`config.mk`:
```
export PLATFORM = sky130hd
export DESIGN_NAME = dual_window_block_mean_core
export DESIGN_NICKNAME = d
export VERILOG_FILES = /design/src/sv/dwbm_pkg.sv /design/src/sv/dwbm_ctrl.sv /design/src/sv/dwbm_datapath.sv /design/src/sv/dual_window_block_mean_core.sv
export SDC_FILE = /design/constraint.sdc
export NUM_CORES = 1
export LEC_CHECK = 0
export ABC_AREA = 1
export BUFFER_PORTS_ARGS = -buffer_cell sky130_fd_sc_hd__buf_2
export CORE_MARGIN = 2
export CORE_UTILIZATION = 58
export DETAILED_ROUTE_END_ITERATION = 8
export HOLD_SLACK_MARGIN = 0.06
export MAX_ROUTING_LAYER = met4
export PLACE_DENSITY = 0.76
export RECOVER_POWER = 25
export SLEW_MARGIN = 25
export SYNTH_ARGS = -nofsm -noshare
export SYNTH_HDL_FRONTEND = slang
export SYNTH_HIERARCHICAL = 1
export SYNTH_SLANG_ARGS = --single-unit
```
`constraint.sdc`:
```
create_clock -name clk -period 12.03 [get_ports clk]
set_clock_uncertainty 0.15 [all_clocks]
set_input_delay 2.406 -clock clk [delete_from_list [all_inputs] [get_ports clk]]
set_output_delay 2.406 -clock clk [all_outputs]
set_load 0.005 [all_outputs]
```
`src/sv/dwbm_pkg.sv`:
```
// Shared constants, command and status types for the dual window block mean core.
`default_nettype none

package dwbm_pkg;

  localparam int SAMPLE_BITS  = 32;
  localparam int WINDOW_BITS  = 8;
  localparam int SUM_BITS     = SAMPLE_BITS + WINDOW_BITS;
  localparam int DIV_CNT_BITS = $clog2(SUM_BITS + 1);
  localparam int INDEX_BITS   = 1;

  // Configuration register indexes.
  localparam logic [INDEX_BITS-1:0] REG_FIRST_WINDOW  = 1'b0;
  localparam logic [INDEX_BITS-1:0] REG_SECOND_WINDOW = 1'b1;

  // Averager select codes.
  localparam logic SEL_FIRST  = 1'b0;
  localparam logic SEL_SECOND = 1'b1;

  // Commands from the controller to the datapath.
  typedef struct packed {
    logic accept;     // take the input request into both accumulators
    logic div_start;  // load the divider from the selected snapshot
    logic div_sel;    // averager whose block is divided
    logic out_load;   // move the quotient into the output register
    logic out_last;   // final result of this request
  } cmd_t;

  // Status from the datapath to the controller.
  typedef struct packed {
    logic done_first;   // first averager closed a block on the last request
    logic done_second;  // second averager closed a block on the last request
    logic div_busy;     // divider is iterating
    logic out_free;     // output register can be loaded this cycle
  } status_t;

endpackage

`default_nettype wire

```
`src/sv/dwbm_ctrl.sv`:
```
// Controller state machine that sequences accumulation, division and result hand-off.
`default_nettype none

module dwbm_ctrl (
  input  wire logic           clk,
  input  wire logic           rst,
  input  wire logic           in_valid,
  output logic                in_ready,
  input  wire dwbm_pkg::status_t st,
  output dwbm_pkg::cmd_t      cmd
);

  typedef enum logic [1:0] {
    S_IDLE,
    S_CHECK,
    S_DIV,
    S_LOAD
  } state_t;

  state_t state;
  state_t state_next;
  logic   sel;
  logic   sel_next;

  always_comb begin
    state_next    = state;
    sel_next      = sel;
    cmd           = '0;
    cmd.div_sel   = sel;
    in_ready      = 1'b0;
    unique case (state)
      S_IDLE: begin
        in_ready   = 1'b1;
        cmd.accept = in_valid;
        if (in_valid) begin
          state_next = S_CHECK;
        end
      end
      S_CHECK: begin
        if (st.done_first) begin
          cmd.div_start = 1'b1;
          cmd.div_sel   = dwbm_pkg::SEL_FIRST;
          sel_next      = dwbm_pkg::SEL_FIRST;
          state_next    = S_DIV;
        end else if (st.done_second) begin
          cmd.div_start = 1'b1;
          cmd.div_sel   = dwbm_pkg::SEL_SECOND;
          sel_next      = dwbm_pkg::SEL_SECOND;
          state_next    = S_DIV;
        end else begin
          state_next = S_IDLE;
        end
      end
      S_DIV: begin
        if (!st.div_busy) begin
          state_next = S_LOAD;
        end
      end
      S_LOAD: begin
        if (st.out_free) begin
          cmd.out_load = 1'b1;
          cmd.out_last = (sel == dwbm_pkg::SEL_SECOND) || !st.done_second;
          if ((sel == dwbm_pkg::SEL_FIRST) && st.done_second) begin
            cmd.div_start = 1'b1;
            cmd.div_sel   = dwbm_pkg::SEL_SECOND;
            sel_next      = dwbm_pkg::SEL_SECOND;
            state_next    = S_DIV;
          end else begin
            state_next = S_IDLE;
          end
        end
      end
      default: begin
        state_next = S_IDLE;
      end
    endcase
  end

  always_ff @(posedge clk) begin
    if (rst) begin
      state <= S_IDLE;
      sel   <= dwbm_pkg::SEL_FIRST;
    end else begin
      state <= state_next;
      sel   <= sel_next;
    end
  end

`ifndef ASSERT_OFF
  // No new request may enter while a division is still running.
  a_no_accept_while_busy: assert property (@(posedge clk) disable iff (rst)
    st.div_busy |-> !in_ready)
    else $error("request taken while divider busy");

  // A result that is not the last one must be followed by the second division.
  a_not_last_starts_second: assert property (@(posedge clk) disable iff (rst)
    (cmd.out_load && !cmd.out_last) |-> (cmd.div_start && cmd.div_sel == dwbm_pkg::SEL_SECOND))
    else $error("non-final result without a following division");

  // A request is only taken into the accumulators on a handshake.
  a_accept_on_handshake: assert property (@(posedge clk) disable iff (rst)
    cmd.accept |-> (in_valid && in_ready))
    else $error("request taken without a handshake");
`endif

endmodule

`default_nettype wire

```
`src/sv/dwbm_datapath.sv`:
```
// Datapath: window registers, two accumulators, shared restoring divider, output register.
`default_nettype none

module dwbm_datapath (
  input  wire logic                                 clk,
  input  wire logic                                 rst,
  input  wire logic                                 cfg_write,
  input  wire logic [dwbm_pkg::INDEX_BITS-1:0]      cfg_index,
  input  wire logic [dwbm_pkg::WINDOW_BITS-1:0]     cfg_data,
  input  wire logic [dwbm_pkg::SAMPLE_BITS-1:0]     sample,
  input  wire logic                                 end_of_series,
  input  wire dwbm_pkg::cmd_t                       cmd,
  output dwbm_pkg::status_t                         st,
  output logic                                      out_valid,
  input  wire logic                                 out_ready,
  output logic                                      which_window,
  output logic [dwbm_pkg::SAMPLE_BITS-1:0]          mean,
  output logic                                      last
);

  localparam int SB = dwbm_pkg::SAMPLE_BITS;
  localparam int WB = dwbm_pkg::WINDOW_BITS;
  localparam int MB = dwbm_pkg::SUM_BITS;
  localparam int CB = dwbm_pkg::DIV_CNT_BITS;

  logic [WB-1:0] first_window;
  logic [WB-1:0] second_window;
  logic [WB-1:0] first_eff;
  logic [WB-1:0] second_eff;

  logic [WB-1:0] first_count;
  logic [MB-1:0] first_sum;
  logic [WB-1:0] second_count;
  logic [MB-1:0] second_sum;
  logic [MB-1:0] first_snap;
  logic [MB-1:0] second_snap;
  logic          first_done;
  logic          second_done;

  logic [WB-1:0] first_count_next;
  logic [MB-1:0] first_sum_next;
  logic [WB-1:0] second_count_next;
  logic [MB-1:0] second_sum_next;
  logic          first_hit;
  logic          second_hit;

  logic [MB-1:0] quo;
  logic [WB-1:0] rem;
  logic [WB-1:0] den;
  logic          div_owner;
  logic [CB-1:0] div_cnt;
  logic          div_busy;
  logic [WB:0]   rem_shift;
  logic [WB-1:0] rem_diff;
  logic          q_bit;
  logic [SB-1:0] quo_sat;

  // A zero window behaves as a window of one.
  assign first_eff  = (first_window  == '0) ? WB'(1) : first_window;
  assign second_eff = (second_window == '0) ? WB'(1) : second_window;

  always_ff @(posedge clk) begin
    if (rst) begin
      first_window  <= WB'(1);
      second_window <= WB'(1);
    end else if (cfg_write) begin
      unique case (cfg_index)
        dwbm_pkg::REG_FIRST_WINDOW:  first_window  <= cfg_data;
        dwbm_pkg::REG_SECOND_WINDOW: second_window <= cfg_data;
        default: begin
        end
      endcase
    end
  end

  // Accumulate the sample into both averagers; a block closes when the count
  // reaches the current window.
  assign first_sum_next    = first_sum + MB'(sample);
  assign first_count_next  = first_count + WB'(1);
  assign first_hit         = first_count_next >= first_eff;
  assign second_sum_next   = second_sum + MB'(sample);
  assign second_count_next = second_count + WB'(1);
  assign second_hit        = second_count_next >= second_eff;

  always_ff @(posedge clk) begin
    if (rst) begin
      first_count  <= '0;
      first_sum    <= '0;
      second_count <= '0;
      second_sum   <= '0;
      first_done   <= 1'b0;
      second_done  <= 1'b0;
    end else if (cmd.accept) begin
      first_done  <= first_hit;
      second_done <= second_hit;
      if (end_of_series || first_hit) begin
        first_count <= '0;
        first_sum   <= '0;
      end else begin
        first_count <= first_count_next;
        first_sum   <= first_sum_next;
      end
      if (end_of_series || second_hit) begin
        second_count <= '0;
        second_sum   <= '0;
      end else begin
        second_count <= second_count_next;
        second_sum   <= second_sum_next;
      end
    end
  end

  always_ff @(posedge clk) begin
    if (cmd.accept) begin
      first_snap  <= first_sum_next;
      second_snap <= second_sum_next;
    end
  end

  // Restoring divider, one quotient bit per cycle, MSB first. The partial
  // remainder stays below the divisor, so the difference fits the window width.
  assign rem_shift = {rem, quo[MB-1]};
  assign rem_diff  = rem_shift[WB-1:0] - den;
  assign q_bit     = rem_shift >= {1'b0, den};

  always_ff @(posedge clk) begin
    if (rst) begin
      div_busy <= 1'b0;
      div_cnt  <= '0;
    end else if (cmd.div_start) begin
      div_busy <= 1'b1;
      div_cnt  <= CB'(MB);
    end else if (div_busy) begin
      div_cnt <= div_cnt - CB'(1);
      if (div_cnt == CB'(1)) begin
        div_busy <= 1'b0;
      end
    end
  end

  // The averager that owns the running division is kept with the quotient.
  always_ff @(posedge clk) begin
    if (cmd.div_start) begin
      quo       <= (cmd.div_sel == dwbm_pkg::SEL_SECOND) ? second_snap : first_snap;
      den       <= (cmd.div_sel == dwbm_pkg::SEL_SECOND) ? second_eff : first_eff;
      div_owner <= cmd.div_sel;
      rem       <= '0;
    end else if (div_busy) begin
      quo <= {quo[MB-2:0], q_bit};
      rem <= q_bit ? rem_diff : rem_shift[WB-1:0];
    end
  end

  // Quotients beyond the sample range saturate.
  assign quo_sat = (quo[MB-1:SB] != '0) ? '1 : quo[SB-1:0];

  always_ff @(posedge clk) begin
    if (rst) begin
      out_valid <= 1'b0;
    end else if (cmd.out_load) begin
      out_valid <= 1'b1;
    end else if (out_ready) begin
      out_valid <= 1'b0;
    end
  end

  always_ff @(posedge clk) begin
    if (cmd.out_load) begin
      which_window <= div_owner;
      mean         <= quo_sat;
      last         <= cmd.out_last;
    end
  end

  assign st.done_first  = first_done;
  assign st.done_second = second_done;
  assign st.div_busy    = div_busy;
  assign st.out_free    = !out_valid || out_ready;

`ifndef ASSERT_OFF
  // The output register is only loaded when its previous result has left.
  a_load_when_free: assert property (@(posedge clk) disable iff (rst)
    cmd.out_load |-> (!out_valid || out_ready))
    else $error("output register overwritten");

  // A division starts only on an idle divider and then runs.
  a_start_idle: assert property (@(posedge clk) disable iff (rst)
    cmd.div_start |-> (!div_busy ##1 div_busy))
    else $error("divider restarted while busy");

  // The quotient is never handed off in the middle of a division.
  a_load_not_busy: assert property (@(posedge clk) disable iff (rst)
    cmd.out_load |-> !div_busy)
    else $error("result loaded before division finished");
`endif

endmodule

`default_nettype wire

```
`src/sv/dual_window_block_mean_core.sv`:
```
// Top level of the dual window block mean core: two decimating boxcar averagers.
`default_nettype none

// Channel   Direction  Handshake              Payload
// in        request    in_valid / in_ready    sample, end_of_series
// out       result     out_valid / out_ready  which_window, mean, last
// cfg       write      cfg_write (no wait)    cfg_index, cfg_data
//
// A request that closes no block passes the check state before the next one is taken.
// Each closed block runs through a check or load state, 40 iterations of the shared
// restoring divider and a final step in which the controller sees the divider finish; a
// request that closes both blocks runs through this sequence twice.
// The single divider works one quotient bit per cycle over the 40 bit sum.
// Reset is synchronous and needs no clearing pass; the core takes requests right after it.
// A stalled result stays in the output register; the next request is taken while it waits.
//
// Every request is added to both averagers. When an averager's count reaches its window,
// the block sum is snapshotted and divided by the window; the quotient, saturated to the
// sample range, is the result. If both averagers close a block on the same request, the
// first averager's result is delivered first, and last marks the final result of the
// request. A request flagged end_of_series discards both partial blocks after it is
// taken. A zero window acts as a window of one.

module dual_window_block_mean_core (
  input  wire logic                                 clk,
  input  wire logic                                 rst,
  input  wire logic                                 cfg_write,
  input  wire logic [dwbm_pkg::INDEX_BITS-1:0]      cfg_index,
  input  wire logic [dwbm_pkg::WINDOW_BITS-1:0]     cfg_data,
  input  wire logic                                 in_valid,
  output logic                                      in_ready,
  input  wire logic [dwbm_pkg::SAMPLE_BITS-1:0]     sample,
  input  wire logic                                 end_of_series,
  output logic                                      out_valid,
  input  wire logic                                 out_ready,
  output logic                                      which_window,
  output logic [dwbm_pkg::SAMPLE_BITS-1:0]          mean,
  output logic                                      last
);

  dwbm_pkg::cmd_t    cmd;
  dwbm_pkg::status_t st;

  // The controller sequences one request at a time through the shared divider.
  dwbm_ctrl u_ctrl (
    .clk      (clk),
    .rst      (rst),
    .in_valid (in_valid),
    .in_ready (in_ready),
    .st       (st),
    .cmd      (cmd)
  );

  // The datapath holds the windows, accumulators, divider and output register.
  dwbm_datapath u_datapath (
    .clk           (clk),
    .rst           (rst),
    .cfg_write     (cfg_write),
    .cfg_index     (cfg_index),
    .cfg_data      (cfg_data),
    .sample        (sample),
    .end_of_series (end_of_series),
    .cmd           (cmd),
    .st            (st),
    .out_valid     (out_valid),
    .out_ready     (out_ready),
    .which_window  (which_window),
    .mean          (mean),
    .last          (last)
  );

endmodule

`default_nettype wire

```
Word-level counts from Yosys, hierarchy flattened
Index checks and enable logic that the tools add are counted.
{ "op_classes": {"n_mux": 38, "reduce_logical": 20, "bitwise_logic": 2, "order_cmp": 3, "eq_ne": 9, "addsub": 6} }
{ "op_table": {"columns": ["op", "n"], "rows": [
  ["40-bit two-way mux", 5],
  ["40-bit by 32-bit adder with 40-bit output", 2],
  ["8-bit two-way mux", 6],
  ["2-bit two-way mux", 10],
  ["8-bit by 1-bit adder with 8-bit output, second input constant", 2],
  ["8-bit greater-or-equal comparator", 2],
  ["8-bit logical NOT", 2],
  ["6-bit two-way mux", 2],
  ["1-bit two-way mux", 11],
  ["9-bit by 8-bit greater-or-equal comparator with 1-bit output", 1],
  ["2-bit one-hot mux with 4 select lines", 1],
  ["8-bit nonzero test", 1],
  ["8-bit subtractor", 1],
  ["6-bit by 1-bit equality test with 1-bit output, second input constant", 1],
  ["2-bit != test, second input constant", 3],
  ["2-bit AND reduction", 3],
  ["2-bit nonzero test", 3],
  ["6-bit by 1-bit subtractor with 6-bit output, second input constant", 1],
  ["2-bit equality test, second input constant", 2],
  ["1-bit logical OR", 4],
  ["4-bit two-way mux", 1],
  ["2-bit one-hot mux with 2 select lines", 1],
  ["4-bit AND reduction", 1],
  ["3-bit by 1-bit != test with 1-bit output, second input constant", 1],
  ["other kinds (9)", 11]
]} }
{ "totals": {"word_cells": 101, "inputBits": 47, "regBits": 296} }

Depth between registers and ports, before layout
{ "depth": {"depth_word": 7, "depth_mapped": 14} }

Hierarchy
Netlist, hierarchy kept.
{ "modules_own_cells": {"columns": ["module", "seq_area_each_um2", "area_each_um2", "instances", "cells_each"], "rows": [
  ["dwbm_datapath", 7497.2, 17717.0, 1, 2343],
  ["dwbm_ctrl", 60.1, 255.2, 1, 45]
]} }

Worst setup path after synthesis
No wires, ideal clock.
{ "synth_timing": {"kind": "input-to-reg", "startpoint": "input in_valid", "endpoint": "register u_datapath.first_sum[5]", "stages": 8, "path_buffers": 2, "t_arrival_ps": 9717, "setup_slack_ps": 2094, "setup_time_ps": 69, "path_cell_list": "inv_1 -> nor3_1 -> nand4_1 -> nor2_2 -> buf_6 -> buf_8 -> nand2_2 -> a21oi_2"} }
{ "synth_rtl": {"columns": ["item", "line_no", "text"], "rows": [
  ["from (decl)", "dual_window_block_mean_core.sv:30", "input wire logic in_valid,"],
  ["to (signal assigned)", "dwbm_datapath.sv:101", "first_sum <= first_sum_next;"],
  ["to (decl)", "dwbm_datapath.sv:32", "logic [MB-1:0] first_sum;"]
]} }

==> results.cfg <==
[finish]
nets = 2596
post-route-util_pct = 64.52
multi_input_area_um2 = 8771
area_delta_synth_final_pct = 9.816
regArea_um2 = 7557
drive_above_1_share_pct = 10.25
layout_common_cells = nand2_1 (747), inv_1 (347), nor2_1 (177)
final_common_cell = nand2_1
fin_area_um2 = 19740
antennaDiodeCount = 0
n_fill_cell = 2724

[setup_path]
r2r_cells = 6
r2r_slack_ns = 7.50
cp_data_arrival_time_ns = 6.18
start_kind = input pin
timing.rr.start = u_ctrl/state[0]
end_kind = flop
path_max_fanout = 48
r2r_end = u_datapath/first_sum[0]
crit_path_top_delay_cell = clkbuf_1
path_class = input pin to flop
worstPathCellList = buf_2 > inv_1 > nor3_1 > clkbuf_1 > inv_2 > buf_4 > nand2_1 > a21oi_2
cpPeakStageDelay_ns = 1.64
required_ns = 12.17

[run_status]
status = finished, violations left
violations = max-capacitance violations, max-slew violations

[die]
design.die.area_um2 = 32410
fp.dieW_um = 180.0
start_util_pct = 58.75
placementRows = 64
die_h_um = 180.0
io_pins = 83
core_um2 = 30590

[drt]
via_per_inst = 5.506
drt_wl_total_mm = 49.16
drt_iter0_drc = 1410
wire_per_inst_um = 17.10
post-route-drc-count = 0
first_pass_iters = 5
ant_nets = 0
num_vias = 15830

[power]
p_int_w = 0.001949
power-per-cell-area_nw_per_um2 = 140.7
p_comb_share_pct = 19.1
p_sw_share_pct = 29.85
power_frac_seq_pct = 44.0
power.leakage_nw = 9.139
ir_drop_mv = 0.08907
p_sw_w = 0.0008291
clkPwrFrac_pct = 36.9

[yosys]
syn_area_per_cell_um2 = 7.526
synthCells = 2388
synthesis.area_um2 = 17970
synthFlopType = edfxtp_1
synth-async-reset-ratio_pct = 0
synthDistinctLibCells = 51
synth.yosys.seq_area_share_pct = 42.05
syn_nets = 2530
yosysWarnings = 6
synth-seq-cells = 296
synth_edf_count = 163

[clocking]
numCtsBuffers = 34
post_cts_buffers = 0
clockBufferDepth = 3
tritoncts = built
path_clk_slew_ns = 0.06
ctsResizeCount = 0
cts-root-buf = clkbuf_16
h-tree-depth = 2
clock_sinks = 296
clock_latency_ns = 0.51
holdBufCountCts = 0

[timing]
finalCritPeriodShare_pct = 50.17
fmax_ghz = 0.1657
period_needed_ns = 6.035
worst_pin_slew_ns = 2.386
rsz0062_at_grt = false
setup_tns_ns = 0
relSlewSlack_pct = -59.08
setup_viol = 0
finalHoldViolCount = 0
drv_slew = 166

[placed_design]
place_area_um2 = 18670
place.gp.congestion = 0.9975
dp_hpwl_mm = 37.04
portBuffers = 82

[run]
maxCapViolCount = 5

[global_route]
grt.busiest_layer = met2
grt_max_degree = 93
grt_usage_pct = 31.06
grtUsageMet3_pct = 3.213
grt-ovfl-total = 0
grt_pass1_vias = 14850
grtUsageMet1_pct = 44.29
grt_pass1_wl_mm = 77.91
use_met2_pct = 47.83
antenna_found_initial = 1

[worst_hold_path]
holdPathEnd = u_datapath/which_window
holdPathStages = 0
min-delay-start = u_datapath/div_owner
hp-class = flop to flop
logic make-up after synthesis:
logic type                 Yosys count  share of synthesized area (%)
AOI/OAI and AO/OA                  327                          10.33
xor gates and xnor gates            50                          2.562
adders and majority gates           95                          6.739
buffers and inverters              416                          9.176
DFF                                296                          42.05
and+or+nand+nor                   1204                          29.14
worst max-delay path, delay by kind of cell:
family	cells	cell delay [ns]
buffers and inverters	5	3.37
AOI/OAI and AO/OA	1	0.07
and+or+nand+nor	2	0.29
per-stage QoR:
| stage | total power [W] | setup slack [ns] | cells | hold slack, ns |
|---|---|---|---|---|
| after detailed placement | 0.001763 | 6.989 | 2814 | 0.2562 |
| after global placement | 0.001747 | 7.030 | 2814 | 0.2530 |
| after global routing | 0.002901 | 5.721 | 2875 | 0.2808 |
| after floorplan | 0.001612 | 2.094 | 2388 | 0.2503 |
| after CTS | 0.002785 | 7.442 | 2875 | 0.2709 |
| final | 0.002778 | 5.995 | 2875 | 0.2683 |
synth_stat cells, drive strengths merged (12+ instances only):
cell type / n / share of area (%)
nand3b: 17 / 0.71
clkbuf: 42 / 0.88
xor2: 35 / 1.8
nand2: 783 / 17
edfxtp: 163 / 27
inv: 349 / 7.3
xnor2: 15 / 0.73
nor2: 197 / 4.5
nand3: 114 / 3.7
a21oi: 173 / 5.2
dfxtp: 133 / 15
o21ai: 81 / 2.3
nor3: 12 / 0.47
nand4: 16 / 0.59
and2: 40 / 1.4
ha: 92 / 6.4
o22ai: 37 / 1.3
buf: 22 / 0.95
final cells by class:
cell class,instances,share of cell area (%)
clock buffer,43,4.641
sequential,296,38.29
timing repair buffer,94,2.447
tap,396,2.510
multi-input combinational,1676,44.44
clock inverter,18,0.9763
inverter,352,6.695
layer usage:
metal | up-vias | part of all wire [%]
met5 | - | 0
met4 | 0 | 2.4
met3 | 85 | 7.7
met2 | 557 | 45
met1 | 7363 | 45
li1 | 7825 | -
flip-flops by register name, summed over array words and instances, names as in the netlist, 2 cells and up:
signal                    cells
u_datapath/first_sum         40
u_datapath/first_window       8
u_datapath/rem                8
u_datapath/second_count       8
u_datapath/mean              32
u_ctrl/state                  2
u_datapath/second_sum        40
u_datapath/first_snap        40
u_datapath/div_cnt            6
u_datapath/second_snap       40
u_datapath/second_window      8
u_datapath/quo               40
u_datapath/first_count        8
u_datapath/den                8
how the worst max path moves through the flow:
| stage | from | end | cells past startpoint |
|---|---|---|---|
| 3_5_place_dp | out_ready | u_datapath/quo[5] | 11 |
| 2_1_floorplan | in_valid | u_datapath/first_sum[5] | 8 |
| 4_1_cts | out_ready | u_datapath/quo[24] | 11 |
| 5_1_grt | in_valid | u_datapath/first_sum[4] | 8 |
| 3_3_place_gp | out_ready | u_datapath/quo[5] | 11 |
| 6_report | in_valid | u_datapath/first_sum[0] | 8 |
power groups by stage:
stage	Sequential (W)	Clock (W)	Combinational, W
final	0.00122	0.00102	0.000531
after global placement	0.00124	0	0.000509
after CTS	0.00122	0.00104	0.000525
after global routing	0.00123	0.00108	0.000592
after floorplan	0.00123	0	0.000385
after detailed placement	0.00124	0	0.000522
No activity file was read; power rests on OpenSTA's default activity.
